`src/hps_pkg.sv`:
```
// ----------------------------------------------------------------------------
// hps_pkg
// Types and constants shared by the heading PID controller modules.
// ----------------------------------------------------------------------------
package hps_pkg;

  localparam logic signed [17:0] FULL_TURN      = 18'sd36000;
  localparam logic signed [17:0] HALF_TURN      = 18'sd18000;
  localparam logic        [26:0] INTEGRAL_LIMIT = 27'd6000;
  localparam logic signed [15:0] INTEGRAL_GATE  = 16'sd500;
  localparam logic signed [14:0] DRIVE_LIMIT    = 15'sd12000;
  localparam logic        [27:0] SAT_LEVEL      = 28'd60005;
  localparam logic signed [17:0] RECIP5         = 18'sd52429;
  localparam logic        [34:0] ROUND_BIAS     = 35'd320;
  localparam logic        [34:0] ROUND_BIAS_NEG = 35'd321;

  localparam logic [2:0] REG_TARGET       = 3'd0;
  localparam logic [2:0] REG_GAIN_P       = 3'd1;
  localparam logic [2:0] REG_GAIN_I       = 3'd2;
  localparam logic [2:0] REG_GAIN_D       = 3'd3;
  localparam logic [2:0] REG_SETTLE_ERROR = 3'd4;
  localparam logic [2:0] REG_SETTLE_SPEED = 3'd5;
  localparam logic [2:0] REG_SETTLE_RATE  = 3'd6;
  localparam logic [2:0] REG_TIMEOUT      = 3'd7;

  localparam logic OP_START = 1'b0;
  localparam logic OP_TICK  = 1'b1;

  typedef enum logic [2:0] {
    MUL_E_TICK,
    MUL_P_E,
    MUL_D_D,
    MUL_I_INT,
    MUL_RECIP
  } mul_sel_e;

  typedef struct packed {
    logic [15:0] target_heading;
    logic [15:0] gain_p;
    logic [15:0] gain_i;
    logic [15:0] gain_d;
    logic [14:0] settle_error;
    logic [10:0] settle_speed;
    logic [14:0] settle_rate;
    logic [15:0] timeout_ms;
  } cfg_t;

  typedef struct packed {
    logic     load_in;
    logic     load_err;
    logic     eval;
    logic     mul_en;
    mul_sel_e mul_sel;
    logic     integ_ld;
    logic     acc_load;
    logic     acc_add;
    logic     acc_add_gated;
    logic     tri_ld;
    logic     mag_ld;
    logic     sat_ld;
    logic     finish;
    logic     out_load;
  } cmd_t;

  typedef struct packed {
    logic pid_tick;
  } status_t;

endpackage

```
`src/hps_cfg.sv`:
```
// ----------------------------------------------------------------------------
// hps_cfg
// Configuration register file with reset defaults and width masking.
// ----------------------------------------------------------------------------
module hps_cfg (
  input  logic                clk_i,
  input  logic                rst_ni,
  input  logic                we_i,
  input  logic [2:0]          addr_i,
  input  logic [15:0]         wdata_i,
  output hps_pkg::cfg_t       cfg_o
);
  import hps_pkg::*;

  cfg_t cfg_q;

  always_ff @(posedge clk_i or negedge rst_ni) begin
    if (!rst_ni) begin
      cfg_q.target_heading <= 16'd0;
      cfg_q.gain_p         <= 16'd1024;
      cfg_q.gain_i         <= 16'd230;
      cfg_q.gain_d         <= 16'd6127;
      cfg_q.settle_error   <= 15'd150;
      cfg_q.settle_speed   <= 11'd0;
      cfg_q.settle_rate    <= 15'd0;
      cfg_q.timeout_ms     <= 16'hFFFF;
    end else if (we_i) begin
      unique case (addr_i)
        REG_TARGET:       cfg_q.target_heading <= wdata_i;
        REG_GAIN_P:       cfg_q.gain_p         <= wdata_i;
        REG_GAIN_I:       cfg_q.gain_i         <= wdata_i;
        REG_GAIN_D:       cfg_q.gain_d         <= wdata_i;
        REG_SETTLE_ERROR: cfg_q.settle_error   <= wdata_i[14:0];
        REG_SETTLE_SPEED: cfg_q.settle_speed   <= wdata_i[10:0];
        REG_SETTLE_RATE:  cfg_q.settle_rate    <= wdata_i[14:0];
        REG_TIMEOUT:      cfg_q.timeout_ms     <= wdata_i;
      endcase
    end
  end

  assign cfg_o = cfg_q;

endmodule

```
`config.mk`:
```
export PLATFORM = sky130hd
export DESIGN_NAME = hps_cfg
export DESIGN_NICKNAME = d
export VERILOG_FILES = /design/src/hps_pkg.sv /design/src/hps_cfg.sv
export SDC_FILE = /design/constraint.sdc
export NUM_CORES = 1
export LEC_CHECK = 0
export ABC_AREA = 1
export BUFFER_PORTS_ARGS = -buffer_cell sky130_fd_sc_hd__buf_2
export CAP_MARGIN = 15
export CORE_MARGIN = 2
export CORE_UTILIZATION = 51
export CTS_CLUSTER_SIZE = 40
export DETAILED_ROUTE_END_ITERATION = 7
export PLACE_DENSITY = 0.91
export SLEW_MARGIN = 20
export SYNTH_ARGS = -nofsm -noshare
export SYNTH_HDL_FRONTEND = slang
export SYNTH_SLANG_ARGS = --single-unit
```
`constraint.sdc`:
```
create_clock -name clk_i -period 0.9 [get_ports clk_i]
set_input_delay 0.18 -clock clk_i [delete_from_list [all_inputs] [get_ports clk_i]]
set_output_delay 0.18 -clock clk_i [all_outputs]
set_load 0.03 [all_outputs]
```
==> results_dict.tcl, run 1 <==
set metrics [dict create \
    outcome "complete, but fails checks" \
    violations "DRC, setup timing" \
    die-area_um2 10200 \
    hold_class "primary input to register" \
    nets 797 \
    drt_first_pass_iters 8 \
    slew_viol_final 0 \
    cts.sinks 121 \
    die_height_um 101 \
    synth_adder_area_share_pct 0 \
    clock_path_buffers 2 \
    clk_latency_ps 510 \
    syn_inst 545 \
    cpPeakStageDelay_ps 590 \
    synth_top_family_by_area "simple AND/OR/NAND/NOR gates" \
    grt_usage_pct 34.6 \
    max_freq_mhz 696 \
    cp-end-kind "primary output" \
    switching_share_pct 35.0 \
    critical-path-top-delay-family "flip-flops" \
    synthesis.area_um2 4810 \
    fin_ws_ps -536 \
    synthMuxAreaShare_pct 0 \
    drive_above_1_share_pct 41.2 \
    period_needed_ps 1440 \
    rsz0062_at_grt "yes" \
    first_iter_violations 415 \
    num_vias 5263 \
    cp_max_fo 2 \
    crit_path_start_kind "register" \
    avgViaCountPerCell 5.85 \
    criticalPathCategory "register to primary output" \
    finalSetupViolations 130 \
    final_hold_viol_count 0 \
    gp_congestion 0.902 \
    worst_pin_slew_ps 396 \
    cts_tree "built" \
    utilization_pct 84.9 \
    h-tree-depth 4 \
    syn-mean-instance-area_um2 8.83 \
    io-pin-count 143 \
    diodes 0 \
    dpl_worst_slack_ps -249 \
    worst_hold_slack_ps 13.4 \
    synth_compound_area_share_pct 0 \
    seqCellArea_um2 3070 \
    leakagePower_nw 4.17 \
    num-fill-cells 440 \
    synth_seq_area_share_pct 63.9 \
    max-vdd-ir-drop_mv 1.64 \
    grt_pass1_wl_mm 26.4 \
    ys_top_cells_by_area "dfrtp_1 (44%), nand2_1 (24%), dfstp_2 (20%), nand3_1 (6.6%), buf_2 (2.0%)" \
    cellInternalPower_mw 14.1 \
    cts_buffers 17 \
    power_mw 21.8 \
    timing.setup.tns_ps -47040 \
    synthSimpleGateAreaFrac_pct 32.3 \
    ys_types 14 \
    synth_fp_nets 567 \
    port_buffers 142 \
    std_cell_rows 35 \
    power_density_nw_per_um2 2790 \
    finalNonFillerCells 899 \
    overflow 0 \
    cpMaxStageDelayCell "dfstp_2" \
    layout-area-overhead-vs-synth_pct 62.2 \
    place_hpwl_mm 9.25 \
    drc_errors 11 \
    ys_warn_count 0 \
    synth-seq-cells 121 \
    dp.cells 778 \
    wl_per_cell_um 22.0 \
    design_area_um2 7810 \
    critical_path_buf_inv_count 1 \
    pwr-share-clk_pct 31.1 \
    core_um2 9200 \
    slew_headroom_pct 73.5 \
    largest_reg_flops 121 \
    die-width_um 101 \
    finalCritPeriodShare_pct 160 \
    skew_ps 0 \
    pwr-share-seq_pct 35.2 \
    grt_max_degree 70 \
    placed_area_um2 5720 \
    p_comb_share_pct 33.7 \
    maxCapViolCount 0 \
    yosys.area_share.xor_xnor_pct 0 \
    synth_top_area_share_pct 43.7 \
    grt_pass1_vias 4933 \
    cp.required_ps 720 \
    antenna_found_initial 0 \
    cp.arrival_ps 1260 \
    switchingPower_mw 7.62 \
    clkTransAtPathRegs_ps 60 \
    wl_mm 19.8 \
    clockRootBuffer "clkbuf_8" \
    start_util_pct 52.3 \
    yosysTopAreaCell "dfrtp_1" \
    antenna_left 0 \
    path_cells "buf_6" \
    multi_input_area_um2 1610 \
]
## power groups by stage
stage          Clock [mW]  Sequential [mW]  Combinational (mW)
4_1_cts              6.64             7.52                6.51
3_5_place_dp            0             7.36                4.73
6_report             6.76             7.67                7.34
5_1_grt              7.02             7.71                7.70
2_1_floorplan           0             9.40                1.02
3_3_place_gp            0             7.31                4.61
## cells in the mapped netlist
master / number
nand2_1: 312
dfrtp_1: 84
nand3_1: 63
dfstp_2: 37
buf_2: 19
clkbuf_1: 7
clkbuf_2: 7
inv_2: 4
nor2_4: 4
nor2_1: 3
inv_1: 2
buf_1: 1
nand2_2: 1
nor2_2: 1
## path summary, 6_finish.rpt
kind | start | end | slack, ps | cells past startpoint
min in group asynchronous | rst_ni | cfg_o[77]$_DFFE_PN0P_ | 220 | 3
max in group asynchronous | rst_ni | cfg_o[49]$_DFFE_PN1P_ | 300 | 3
setup / recovery | cfg_o[12]$_DFFE_PN1P_ | cfg_o[12] | -540 | 1
setup reg to reg | cfg_o[78]$_DFFE_PN1P_ | cfg_o[78]$_DFFE_PN1P_ | -310 | 3
hold / removal | wdata_i[4] | cfg_o[4]$_DFFE_PN1P_ | 10 | 3
hold reg to reg | cfg_o[2]$_DFFE_PN1P_ | cfg_o[2]$_DFFE_PN1P_ | 470 | 2
## cell usage in the layout (no fill, tap or decap)
master,Yosys,final
nor2_1,3,1
nand2_4,0,2
buf_2,19,20
nand2_1,312,298
nand3_1,63,63
bufinv_16,0,2
clkbuf_16,0,16
buf_6,0,122
dfstp_2,37,37
clkinv_2,0,4
clkbuf_8,0,5
clkinvlp_4,0,3
nand2_2,1,13
dfrtp_1,84,84
nor2_4,4,5
buf_4,0,81
clkinv_4,0,2
inv_1,2,2
dlygate4sd3_1,0,15
inv_2,4,4
nor2_2,1,2
buf_12,0,7
## layer usage
layer	wire, um	global-route usage [%]
met1	6530	39.9
met3	2160	8.49
met4	1190	16.6
met5	0	0
met2	9930	60.5
## final cells by class
| type | instances | area share [%] |
|---|---|---|
| Clock buffer | 21 | 6.01 |
| Clock inverter | 11 | 1.54 |
| Inverter | 6 | 0.288 |
| Multi-Input combinational cell | 384 | 20.6 |
| Sequential cell | 121 | 39.4 |
| Tap cell | 111 | 1.78 |
| Timing Repair Buffer | 245 | 30.4 |
## timing repair
action,in CTS,in global routing
hold buffers,15,0
buffers inserted,38,36
resized for setup,242,11
gates cloned,0,0
endpoints found under the hold margin,144,0
pin swaps,0,1
endpoints found under the setup margin,121,123
## logic make-up after synthesis
family                 count (synthesis)
AND/OR/NAND/NOR                      384
flip-flops                           121
buffers and inverters                 40
Note: power is estimated with default switching activity, not from simulation.
==> inputs of run 2 (changes only) <==
==> constraint.sdc (replaced) <==
create_clock -name clk_i -period 1.6 [get_ports clk_i]
set_input_delay 0.32 -clock clk_i [delete_from_list [all_inputs] [get_ports clk_i]]
set_output_delay 0.32 -clock clk_i [all_outputs]
set_load 0.03 [all_outputs]
==> results_dict.tcl, run 2 (synthesis gave the netlist of run 1 again) <==
set metrics [dict create \
    p_comb_share_pct 25.0 \
    final_hold_viol_count 0 \
    worst_pin_slew_ps 633 \
    regToRegStartpoint "cfg_o[9]$_DFFE_PN1P_" \
    max_freq_mhz 641 \
    placed_area_um2 5640 \
    crit_path_start_kind "register" \
    clk_latency_ps 510 \
    cts_buffers 17 \
    clockRootBuffer "clkbuf_8" \
    antenna_found_initial 0 \
    pwr-share-seq_pct 38.1 \
    design_area_um2 6330 \
    cp.required_ps 1280 \
    leakagePower_nw 3.54 \
    grt_pass1_wl_mm 21.9 \
    place_hpwl_mm 9.14 \
    layout-area-overhead-vs-synth_pct 31.6 \
    cp_max_fo 2 \
    worst_r2r_endpoint "cfg_o[9]$_DFFE_PN1P_" \
    core_um2 9200 \
    rrSetupSlack_ps 840 \
    clock_path_buffers 2 \
    wl_per_cell_um 17.0 \
    hold_class "primary input to register" \
    cpPeakStageDelay_ps 540 \
    pwr-share-clk_pct 36.9 \
    finalCritPeriodShare_pct 97.5 \
    rr_worst_depth 2 \
    utilization_pct 68.8 \
    grt_pass1_vias 4264 \
    cellInternalPower_mw 7.15 \
    path_cells "clkbuf_4" \
    layout_commonest_cell "nand2_1" \
    num_vias 4338 \
    first_iter_violations 279 \
    min_from "wdata_i[15]" \
    nets 709 \
    io-pin-count 143 \
    critical-path-top-delay-family "flip-flops" \
    diodes 0 \
    grt_usage_pct 28.6 \
    max-vdd-ir-drop_mv 0.996 \
    hold_depth 3 \
    port_buffers 142 \
    antenna_left 0 \
    avgViaCountPerCell 5.35 \
    cp.arrival_ps 1240 \
    die_height_um 101 \
    die-width_um 101 \
    start_util_pct 52.3 \
    switching_share_pct 33.9 \
    std_cell_rows 35 \
    cts.sinks 121 \
    skew_ps 0 \
    slew_headroom_pct 57.7 \
    drive_above_1_share_pct 33.6 \
    maxCapViolCount 0 \
    drc_errors 0 \
    criticalPathCategory "register to primary output" \
    outcome "completed" \
    cp-end-kind "primary output" \
    switchingPower_mw 3.66 \
    h-tree-depth 4 \
    slew_viol_final 0 \
    finalSetupViolations 0 \
    drt_first_pass_iters 5 \
    finalNonFillerCells 811 \
    cts_tree "built" \
    dp.cells 778 \
    final_cell_mix "nand2_1 (312), buf_2 (120), dfrtp_1 (84), nand3_1 (63), dfstp_2 (37)" \
    cpMaxStageDelayCell "dfstp_2" \
    overflow 0 \
    wl_mm 13.8 \
    clkTransAtPathRegs_ps 60 \
    hold_end "cfg_o[15]$_DFFE_PN1P_" \
    period_needed_ps 1560 \
    grt_max_degree 70 \
    gp_congestion 0.806 \
    critical_path_buf_inv_count 1 \
    die-area_um2 10200 \
    largest_reg_flops 121 \
    power_density_nw_per_um2 1710 \
]
run 2: cell count changes in the layout (fill, tap and decap cells not counted), moves of 2 or more:
cell,before,now
buf_6,122,0
buf_2,20,120
buf_4,81,18
clkbuf_4,0,16
dlygate4sd3_1,15,1
nand2_1,298,312
nand2_2,13,1
buf_12,7,2
bufinv_16,2,4
nand2_4,2,0
run 2: worst register-to-register path, cell delays in order (launching register included):
cell and delay, ps:
dfstp_2 530, nand2_1 70, nand2_1 110
run 2: area by class of cell:
type                       instances  area [um^2]
clock buffer                      21          459
sequential                       121         3070
tap                              111          139
fill                             667         2870
inverter                           6         22.5
multi-input combinational        384         1560
clock inverter                    11          168
timing repair buffer             157          906
run 2: routing by layer:
metal | wire [um] | vias up | share of wire, % | GRT usage, %
met5 | 0 | - | 0 | 0
met4 | 377 | 0 | 2.7 | 11.6
met3 | 1210 | 36 | 8.8 | 8.28
met2 | 6830 | 246 | 50 | 45.8
met1 | 5370 | 2082 | 39 | 36.9
li1 | - | 1974 | - | -
run 2: worst max path at each step:
stage	from	endpoint	cells after the start
5_1_grt	cfg_o[62]$_DFFE_PN1P_	cfg_o[62]	1
3_3_place_gp	addr_i[2]	cfg_o[21]$_DFFE_PN0P_	6
3_5_place_dp	addr_i[2]	cfg_o[12]$_DFFE_PN1P_	6
2_1_floorplan	addr_i[0]	cfg_o[111]$_DFFE_PN0P_	5
4_1_cts	cfg_o[63]$_DFFE_PN1P_	cfg_o[63]	1
6_report	cfg_o[62]$_DFFE_PN1P_	cfg_o[62]	1
run 2: what timing repair did:
action                     4_1_cts  5_1_grt
gates resized for setup          0       26
setup endpoints to repair        0       21
hold buffers                     1        0
setup buffers                    0        0
hold endpoints to repair        84        0
run 2: power groups by stage:
stage                     registers [mW]  logic (mW)  clock network [mW]
after floorplan                     5.29       0.563                   0
after global placement              4.11        2.58                   0
after detailed placement            4.13        2.65                   0
after CTS                           4.11        2.66                4.03
after global routing                4.18        2.89                4.19
final                               4.12        2.70                3.99
run 2: metrics by stage:
| step | hold slack [ps] | setup TNS [ps] | total power [mW] | setup slack [ps] |
|---|---|---|---|---|
| global placement | 342 | 0 | 6.69 | 187 |
| detailed placement | 347 | 0 | 6.78 | 119 |
| floorplan | 24.4 | 0 | 5.85 | 482 |
| finish | 72.7 | 0 | 10.8 | 39.6 |
| CTS | 44.0 | 0 | 10.8 | 3.36 |
| global route | 44.2 | -16.1 | 11.3 | -7.58 |
