[src/hps_pkg.sv]
// ----------------------------------------------------------------------------
// hps_pkg
// Types and constants shared by the heading PID controller modules.
// ----------------------------------------------------------------------------
package hps_pkg;

  localparam logic signed [17:0] FULL_TURN      = 18'sd36000;
  localparam logic signed [17:0] HALF_TURN      = 18'sd18000;
  localparam logic        [26:0] INTEGRAL_LIMIT = 27'd6000;
  localparam logic signed [15:0] INTEGRAL_GATE  = 16'sd500;
  localparam logic signed [14:0] DRIVE_LIMIT    = 15'sd12000;
  localparam logic        [27:0] SAT_LEVEL      = 28'd60005;
  localparam logic signed [17:0] RECIP5         = 18'sd52429;
  localparam logic        [34:0] ROUND_BIAS     = 35'd320;
  localparam logic        [34:0] ROUND_BIAS_NEG = 35'd321;

  localparam logic [2:0] REG_TARGET       = 3'd0;
  localparam logic [2:0] REG_GAIN_P       = 3'd1;
  localparam logic [2:0] REG_GAIN_I       = 3'd2;
  localparam logic [2:0] REG_GAIN_D       = 3'd3;
  localparam logic [2:0] REG_SETTLE_ERROR = 3'd4;
  localparam logic [2:0] REG_SETTLE_SPEED = 3'd5;
  localparam logic [2:0] REG_SETTLE_RATE  = 3'd6;
  localparam logic [2:0] REG_TIMEOUT      = 3'd7;

  localparam logic OP_START = 1'b0;
  localparam logic OP_TICK  = 1'b1;

  typedef enum logic [2:0] {
    MUL_E_TICK,
    MUL_P_E,
    MUL_D_D,
    MUL_I_INT,
    MUL_RECIP
  } mul_sel_e;

  typedef struct packed {
    logic [15:0] target_heading;
    logic [15:0] gain_p;
    logic [15:0] gain_i;
    logic [15:0] gain_d;
    logic [14:0] settle_error;
    logic [10:0] settle_speed;
    logic [14:0] settle_rate;
    logic [15:0] timeout_ms;
  } cfg_t;

  typedef struct packed {
    logic     load_in;
    logic     load_err;
    logic     eval;
    logic     mul_en;
    mul_sel_e mul_sel;
    logic     integ_ld;
    logic     acc_load;
    logic     acc_add;
    logic     acc_add_gated;
    logic     tri_ld;
    logic     mag_ld;
    logic     sat_ld;
    logic     finish;
    logic     out_load;
  } cmd_t;

  typedef struct packed {
    logic pid_tick;
  } status_t;

endpackage

[src/hps_ctrl.sv]
// ----------------------------------------------------------------------------
// hps_ctrl
// Sequencer for one item: wrap, settle test, shared-multiplier PID passes,
// then hand-off to the output register.
// ----------------------------------------------------------------------------
module hps_ctrl (
  input  logic             clk_i,
  input  logic             rst_ni,
  input  logic             in_valid_i,
  output logic             in_ready_o,
  output logic             out_valid_o,
  input  logic             out_ready_i,
  input  hps_pkg::status_t status_i,
  output hps_pkg::cmd_t    cmd_o
);
  import hps_pkg::*;

  localparam logic [3:0] S_IDLE = 4'd0;
  localparam logic [3:0] S_WRAP = 4'd1;
  localparam logic [3:0] S_TEST = 4'd2;
  localparam logic [3:0] S_P1   = 4'd3;
  localparam logic [3:0] S_P2   = 4'd4;
  localparam logic [3:0] S_P3   = 4'd5;
  localparam logic [3:0] S_P4   = 4'd6;
  localparam logic [3:0] S_P5   = 4'd7;
  localparam logic [3:0] S_P6   = 4'd8;
  localparam logic [3:0] S_P7   = 4'd9;
  localparam logic [3:0] S_P8   = 4'd10;
  localparam logic [3:0] S_DONE = 4'd11;

  logic [3:0] state_q, state_d;
  logic       out_valid_q, out_valid_d;
  logic       out_free;
  cmd_t       cmd;

  assign out_free = !out_valid_q || out_ready_i;

  always_comb begin
    state_d = state_q;
    cmd     = '0;
    unique case (state_q)
      S_IDLE: begin
        if (in_valid_i) begin
          cmd.load_in = 1'b1;
          state_d     = S_WRAP;
        end
      end
      S_WRAP: begin
        cmd.load_err = 1'b1;
        state_d      = S_TEST;
      end
      S_TEST: begin
        cmd.eval    = 1'b1;
        cmd.mul_en  = 1'b1;
        cmd.mul_sel = MUL_E_TICK;
        state_d     = status_i.pid_tick ? S_P1 : S_DONE;
      end
      S_P1: begin
        cmd.integ_ld = 1'b1;
        cmd.mul_en   = 1'b1;
        cmd.mul_sel  = MUL_P_E;
        state_d      = S_P2;
      end
      S_P2: begin
        cmd.acc_load = 1'b1;
        cmd.mul_en   = 1'b1;
        cmd.mul_sel  = MUL_D_D;
        state_d      = S_P3;
      end
      S_P3: begin
        cmd.acc_add = 1'b1;
        cmd.mul_en  = 1'b1;
        cmd.mul_sel = MUL_I_INT;
        state_d     = S_P4;
      end
      S_P4: begin
        cmd.acc_add_gated = 1'b1;
        state_d           = S_P5;
      end
      S_P5: begin
        cmd.tri_ld = 1'b1;
        state_d    = S_P6;
      end
      S_P6: begin
        cmd.mag_ld = 1'b1;
        state_d    = S_P7;
      end
      S_P7: begin
        cmd.sat_ld  = 1'b1;
        cmd.mul_en  = 1'b1;
        cmd.mul_sel = MUL_RECIP;
        state_d     = S_P8;
      end
      S_P8: begin
        cmd.finish = 1'b1;
        state_d    = S_DONE;
      end
      S_DONE: begin
        if (out_free) begin
          cmd.out_load = 1'b1;
          state_d      = S_IDLE;
        end
      end
      default: state_d = S_IDLE;
    endcase
  end

  always_comb begin
    out_valid_d = out_valid_q;
    if (cmd.out_load) begin
      out_valid_d = 1'b1;
    end else if (out_ready_i) begin
      out_valid_d = 1'b0;
    end
  end

  always_ff @(posedge clk_i or negedge rst_ni) begin
    if (!rst_ni) begin
      state_q     <= S_IDLE;
      out_valid_q <= 1'b0;
    end else begin
      state_q     <= state_d;
      out_valid_q <= out_valid_d;
    end
  end

  assign in_ready_o  = (state_q == S_IDLE);
  assign out_valid_o = out_valid_q;
  assign cmd_o       = cmd;

endmodule

[config.mk]
export PLATFORM = sky130hd
export DESIGN_NAME = hps_ctrl
export DESIGN_NICKNAME = d
export VERILOG_FILES = /design/src/hps_pkg.sv /design/src/hps_ctrl.sv
export SDC_FILE = /design/constraint.sdc
export NUM_CORES = 1
export LEC_CHECK = 0
export BUFFER_PORTS_ARGS = -buffer_cell sky130_fd_sc_hd__buf_4
export CAP_MARGIN = 20
export CORE_MARGIN = 4
export CORE_UTILIZATION = 30
export CTS_CLUSTER_DIAMETER = 60
export DETAILED_ROUTE_END_ITERATION = 6
export PLACE_DENSITY = 0.69
export RECOVER_POWER = 25
export SLEW_MARGIN = 10
export SYNTH_ARGS = -nofsm -noshare
export SYNTH_HDL_FRONTEND = slang
export SYNTH_SLANG_ARGS = --single-unit
[constraint.sdc]
create_clock -name clk_i -period 1.6 [get_ports clk_i]
set_input_delay 0.08 -clock clk_i [delete_from_list [all_inputs] [get_ports clk_i]]
set_output_delay 0.08 -clock clk_i [all_outputs]
set_load 0.01 [all_outputs]
==> metrics.yaml, run 1 <==
critPathLaunchType: "flop"
synth_top_area_share: 0.313
firstDrtPassIters: 2
syn_inst: 50
grt_overflow_total: 0
critPathCaptureType: "primary output"
gr-usage-all-layers: 0.102
clk_pin_slew_worst_paths_ns: 0.04
die_area_sq_um: 1980
cts_tree: "done"
netlist_area_sq_um: 399
synth_nets: 55
num_io_pins: 23
pwr-share-clk: 0.113
synthFlopType: "dfrtp_1"
holdCritPathClass: "input port to flop"
worst_pin_slew_ns: 0.292
clockRootBuffer: "clkbuf_4"
setup_violations: 0
skew_ns: 0.000177
finalCritPeriodShare: 0.932
grt_max_degree: 10
num_rows: 12
dp_hpwl_um: 772
clkSinkCount: 5
vias: 390
via_per_inst: 4.48
critPathKind: "flop to primary output"
coreArea_sq_um: 1170
relSlewSlack: 0.805
die_h_um: 44.5
synth_top_cells_by_count: "13 x nor2_1, 5 x dfrtp_1, 5 x nor3_1"
worstPathArrival_ns: 1.41
p_sw_frac: 0.454
post_synth_num_cell_types: 23
p_int_uw: 664
num_antenna_cells: 0
clk_latency_ns: 0.23
switchingPower_uw: 554
ys_seq_area_frac: 0.313
ys_seq_elements: 5
hold_slack_ns: 0.151
yosysMostFrequentCell: "nor2_1"
rsz0062_at_grt: "false"
status: "complete, no violations"
power_frac_comb: 0.634
cts_buffers: 3
fin_setup_tns_ns: 0
wl_um: 915
die-width_um: 44.5
hold_violations: 0
clockBufferDepth: 2
io_buffers: 22
gp_congestion: 0.698
drv_slew: 0
start_util: 0.341
wl_per_cell_um: 10.5
antenna_left: 0
synth_top_area_cell: "dfrtp_1"
antenna_found_initial: 0
cp_data_required_time_ns: 1.52
yosysWarnings: 0
crit_fanout: 8
synth_edf_count: 0
maxCapViolations: 0
drt_iter0_markers: 2
remaining_drc_errors: 0
ir_drop_mv: 1.11
drive_above_1_share: 0.397
fin_nets: 79
p_per_area_nw_per_um2: 2090
grt_pass1_vias: 351
postCtsSetupBuffers: 0
fin_crit_ns: 1.49
max_freq_mhz: 671
grt_pass1_wl_um: 1440
post_synth.cell_area_avg_sq_um: 7.98
htreeDepth: 1
ys_top_cells_by_area: "dfrtp_1 31%, nor2_1 12%, nand2b_1 6.3%"
power_frac_seq: 0.252
async_flop_share: 1.00
p_leak_uw: 0.000274
synthToLayoutAreaGrowth_pct: 45.8
-- layout by cell type (no fill, tap or decap) --
| cell type | synthesis | layout |
|---|---|---|
| buf_4 | 2 | 21 |
| nor2_1 | 13 | 13 |
| nor3_1 | 5 | 5 |
| dfrtp_1 | 5 | 4 |
| nand2b_1 | 4 | 3 |
| nand2_1 | 3 | 3 |
| clkbuf_4 | 0 | 3 |
| clkbuf_1 | 0 | 3 |
| nand2b_2 | 0 | 1 |
| or2_4 | 0 | 1 |
| inv_1 | 1 | 1 |
| nor3_4 | 1 | 1 |
| o21ai_1 | 1 | 1 |
| o21a_1 | 1 | 1 |
| xnor2_1 | 1 | 1 |
| nor2b_1 | 1 | 1 |
| and2_1 | 1 | 1 |
| o21bai_1 | 1 | 1 |
| o32a_1 | 1 | 1 |
| o21ai_0 | 1 | 1 |
| a21oi_1 | 1 | 1 |
| a221oi_1 | 1 | 1 |
| o311ai_2 | 1 | 1 |
| xor2_1 | 1 | 1 |
| dlygate4sd3_1 | 0 | 1 |
| dfrtp_2 | 0 | 1 |
-- kinds of logic (layout without fill, tap and decap cells) --
kind of cell | Yosys count | count (layout) | synth area share
AOI/OAI and AO/OA | 8 | 8 | 0.163
xor gates and xnor gates | 2 | 2 | 0.0439
buffers and inverters | 6 | 29 | 0.116
DFF | 5 | 5 | 0.313
and+or+nand+nor | 29 | 29 | 0.364
-- stage by stage --
stage / std cells / total power, uW / worst slack (ns) / utilization / instance area, sq um
floorplan: 50 / 832 / 0.335 / - / 399
global placement: 82 / 1070 / 0.345 / 0.467 / 547
detailed placement: 82 / 1070 / 0.278 / 0.467 / 547
CTS: 87 / 1220 / 0.0182 / 0.498 / 583
global route: 87 / 1340 / 0.0193 / 0.497 / 582
finish: 87 / 1220 / 0.109 / 0.497 / 582
-- power groups by stage --
stage               Clock [uW]  Combinational, uW  Sequential (uW)
finish                     138                773              308
global route               159                854              329
CTS                        147                778              300
detailed placement           0                773              302
global placement             0                770              299
floorplan                    0                572              260
-- flip-flops by register name, summed over array words and instances, names as in the netlist --
| signal | cells |
|---|---|
| state_q | 4 |
| out_valid_o | 1 |
-- worst max-delay path, stage by stage, from the launching register on --
cell,delay (ns)
dfrtp_1,0.46
or2_4,0.32
nor3_4,0.13
and2_1,0.15
buf_4,0.12
-- layout make-up --
class                   instances  area, sq um
flip-flops and latches          5          126
multi-input cells              39          233
repair buffers                 24          175
inverters                       1         3.75
clock buffers                   4         26.3
well taps                      14         17.5
fillers                       124          589
-- final timing paths --
check | start | depth (start not counted) | to | slack, ns
min | in_valid_i | 3 | state_q[0] | 0.15
max | state_q[2] | 4 | cmd_o[15] | 0.11
min in group asynchronous | rst_ni | 2 | state_q[0] | 0.21
min reg2reg | state_q[3] | 1 | state_q[2] | 0.58
max in group asynchronous | rst_ni | 2 | state_q[1] | 1.17
max reg2reg | state_q[2] | 3 | state_q[0] | 0.42
-- per-layer routing --
metal	track usage	vias up	wire length (um)
li1	-	212	-
met1	0.117	166	394
met2	0.149	12	448
met3	0.0325	0	73
met4	0.0904	0	0
met5	0	-	0
-- timing repair --
item | in CTS | in global routing
hold endpoints to repair | 5 | 0
resized for setup | 0 | 3
endpoints found under the setup margin | 0 | 2
hold buffers | 1 | 0
(Power assumes the default switching activity.)
==> run 2: changes to the inputs <==
--- a/config.mk
+++ b/config.mk
@@ -7,7 +7,7 @@
 export LEC_CHECK = 0
 export BUFFER_PORTS_ARGS = -buffer_cell sky130_fd_sc_hd__buf_4
 export CAP_MARGIN = 20
-export CORE_MARGIN = 4
+export CORE_MARGIN = 3
 export CORE_UTILIZATION = 30
 export CTS_CLUSTER_DIAMETER = 60
 export DETAILED_ROUTE_END_ITERATION = 6
==> metrics.yaml, run 2 (synthesized netlist as in run 1, its figures left out) <==
utilization: 0.495
num_antenna_cells: 0
p_per_area_nw_per_um2: 2090
grt_pass1_vias: 318
final_common_cell: "buf_4"
p_leak_uw: 0.000274
wl_um: 894
cts_tree: "done"
num_io_pins: 23
start_util: 0.341
grt_max_degree: 15
fillerInstances: 121
htreeDepth: 1
die_area_sq_um: 1800
antenna_found_initial: 0
gp_congestion: 0.716
die_h_um: 42.5
mostFrequentLayoutCells: "21 x buf_4, 13 x nor2_1, 5 x nor3_1"
grt_overflow_total: 0
critPathLaunchType: "flop"
firstDrtPassIters: 4
io_buffers: 22
ir_drop_mv: 1.33
clk_pin_slew_worst_paths_ns: 0.04
path_cells: "nand2b_1, o21ai_1, o21a_1, buf_4"
clockBufferDepth: 2
clkSinkCount: 5
coreArea_sq_um: 1170
fin_setup_tns_ns: 0
status: "complete, no violations"
remaining_drc_errors: 0
synthToLayoutAreaGrowth_pct: 45.1
max_freq_mhz: 665
via_per_inst: 4.54
fin_nets: 79
die-width_um: 42.5
num_rows: 12
relSlewSlack: 0.813
grt_pass1_wl_um: 1380
finalCritPeriodShare: 0.940
clk_latency_ns: 0.24
clockRootBuffer: "clkbuf_4"
dp_hpwl_um: 713
skew_ns: 0.00254
critPathKind: "flop to primary output"
maxCapViolations: 0
postCtsSetupBuffers: 0
worst_pin_slew_ns: 0.281
critPathMaxStageDelay_ns: 0.47
setup_violations: 0
wl_per_cell_um: 10.3
cts_buffers: 3
crit_fanout: 8
largest_reg_flops: 4
drt_iter0_markers: 6
cp_data_required_time_ns: 1.52
drive_above_1_share: 0.384
gr-usage-all-layers: 0.102
drv_slew: 0
vias: 395
fin_crit_ns: 1.50
antenna_left: 0
holdCritPathClass: "input port to flop"
rsz0062_at_grt: "false"
top_register: "state_q"
worstPathArrival_ns: 1.42
hold_violations: 0
crit_path_top_delay_cell: "dfrtp_1"
critPathCaptureType: "primary output"
[run 2: changes by cell type in the layout (fill, tap and decap cells not counted)]
cell      previous run  this run
nand2b_1             3         4
nand2b_2             1         0
[run 2: critical path: cells and delay by family (launching register included)]
kind / cells / cell delay [ns]
simple gates: 1 / 0.30
compound gates: 2 / 0.28
flops: 1 / 0.47
buf+inv: 1 / 0.14
[run 2: area by class of cell]
type	instances	area (sq um)	area share
sequential	5	126	0.218
inverter	1	3.75	0.00648
clock buffer	4	26.3	0.0454
tap	14	17.5	0.0302
multi-input combinational	39	230	0.397
timing repair buffer	24	175	0.302
[run 2: stage by stage]
step | total power (uW) | instance area [sq um] | setup slack [ns] | hold slack [ns] | instances
after floorplan | 832 | 399 | 0.335 | -0.216 | 50
after global placement | 1070 | 547 | 0.316 | -0.119 | 82
after detailed placement | 1070 | 547 | 0.310 | -0.119 | 82
after CTS | 1220 | 583 | 0.0502 | 0.160 | 87
after global routing | 1320 | 579 | 0.00546 | 0.178 | 87
final | 1210 | 579 | 0.0964 | 0.172 | 87
[run 2: power breakdown]
| group | total [uW] | internal [uW] | switching, uW |
|---|---|---|---|
| Sequential | 314 | 189 | 125 |
| Clock | 141 | 93.9 | 46.7 |
| Combinational | 757 | 377 | 380 |
[run 2: worst paths after layout]
| path | slack [ns] | cells past startpoint | from | endpoint |
|---|---|---|---|---|
| min in group asynchronous | 0.21 | 2 | rst_ni | state_q[0] |
| max | 0.1 | 4 | state_q[2] | cmd_o[12] |
| min reg2reg | 0.57 | 1 | state_q[3] | state_q[2] |
| min | 0.17 | 3 | in_valid_i | state_q[0] |
| max reg2reg | 0.41 | 3 | state_q[2] | state_q[0] |
| max in group asynchronous | 1.17 | 2 | rst_ni | state_q[1] |
[run 2: per-layer routing]
| metal | global-route usage | part of all wire | vias to the layer above |
|---|---|---|---|
| met5 | 0 | 0 | - |
| met4 | 0.0745 | 0 | 0 |
| met3 | 0.0343 | 0.082 | 0 |
| met2 | 0.140 | 0.45 | 15 |
| met1 | 0.130 | 0.47 | 168 |
| li1 | - | - | 212 |
[run 2: repair_timing]
| item | CTS | global route |
|---|---|---|
| hold endpoints to repair | 5 | 0 |
| resized for setup | 0 | 2 |
| setup endpoints to repair | 0 | 3 |
| hold buffers | 1 | 0 |
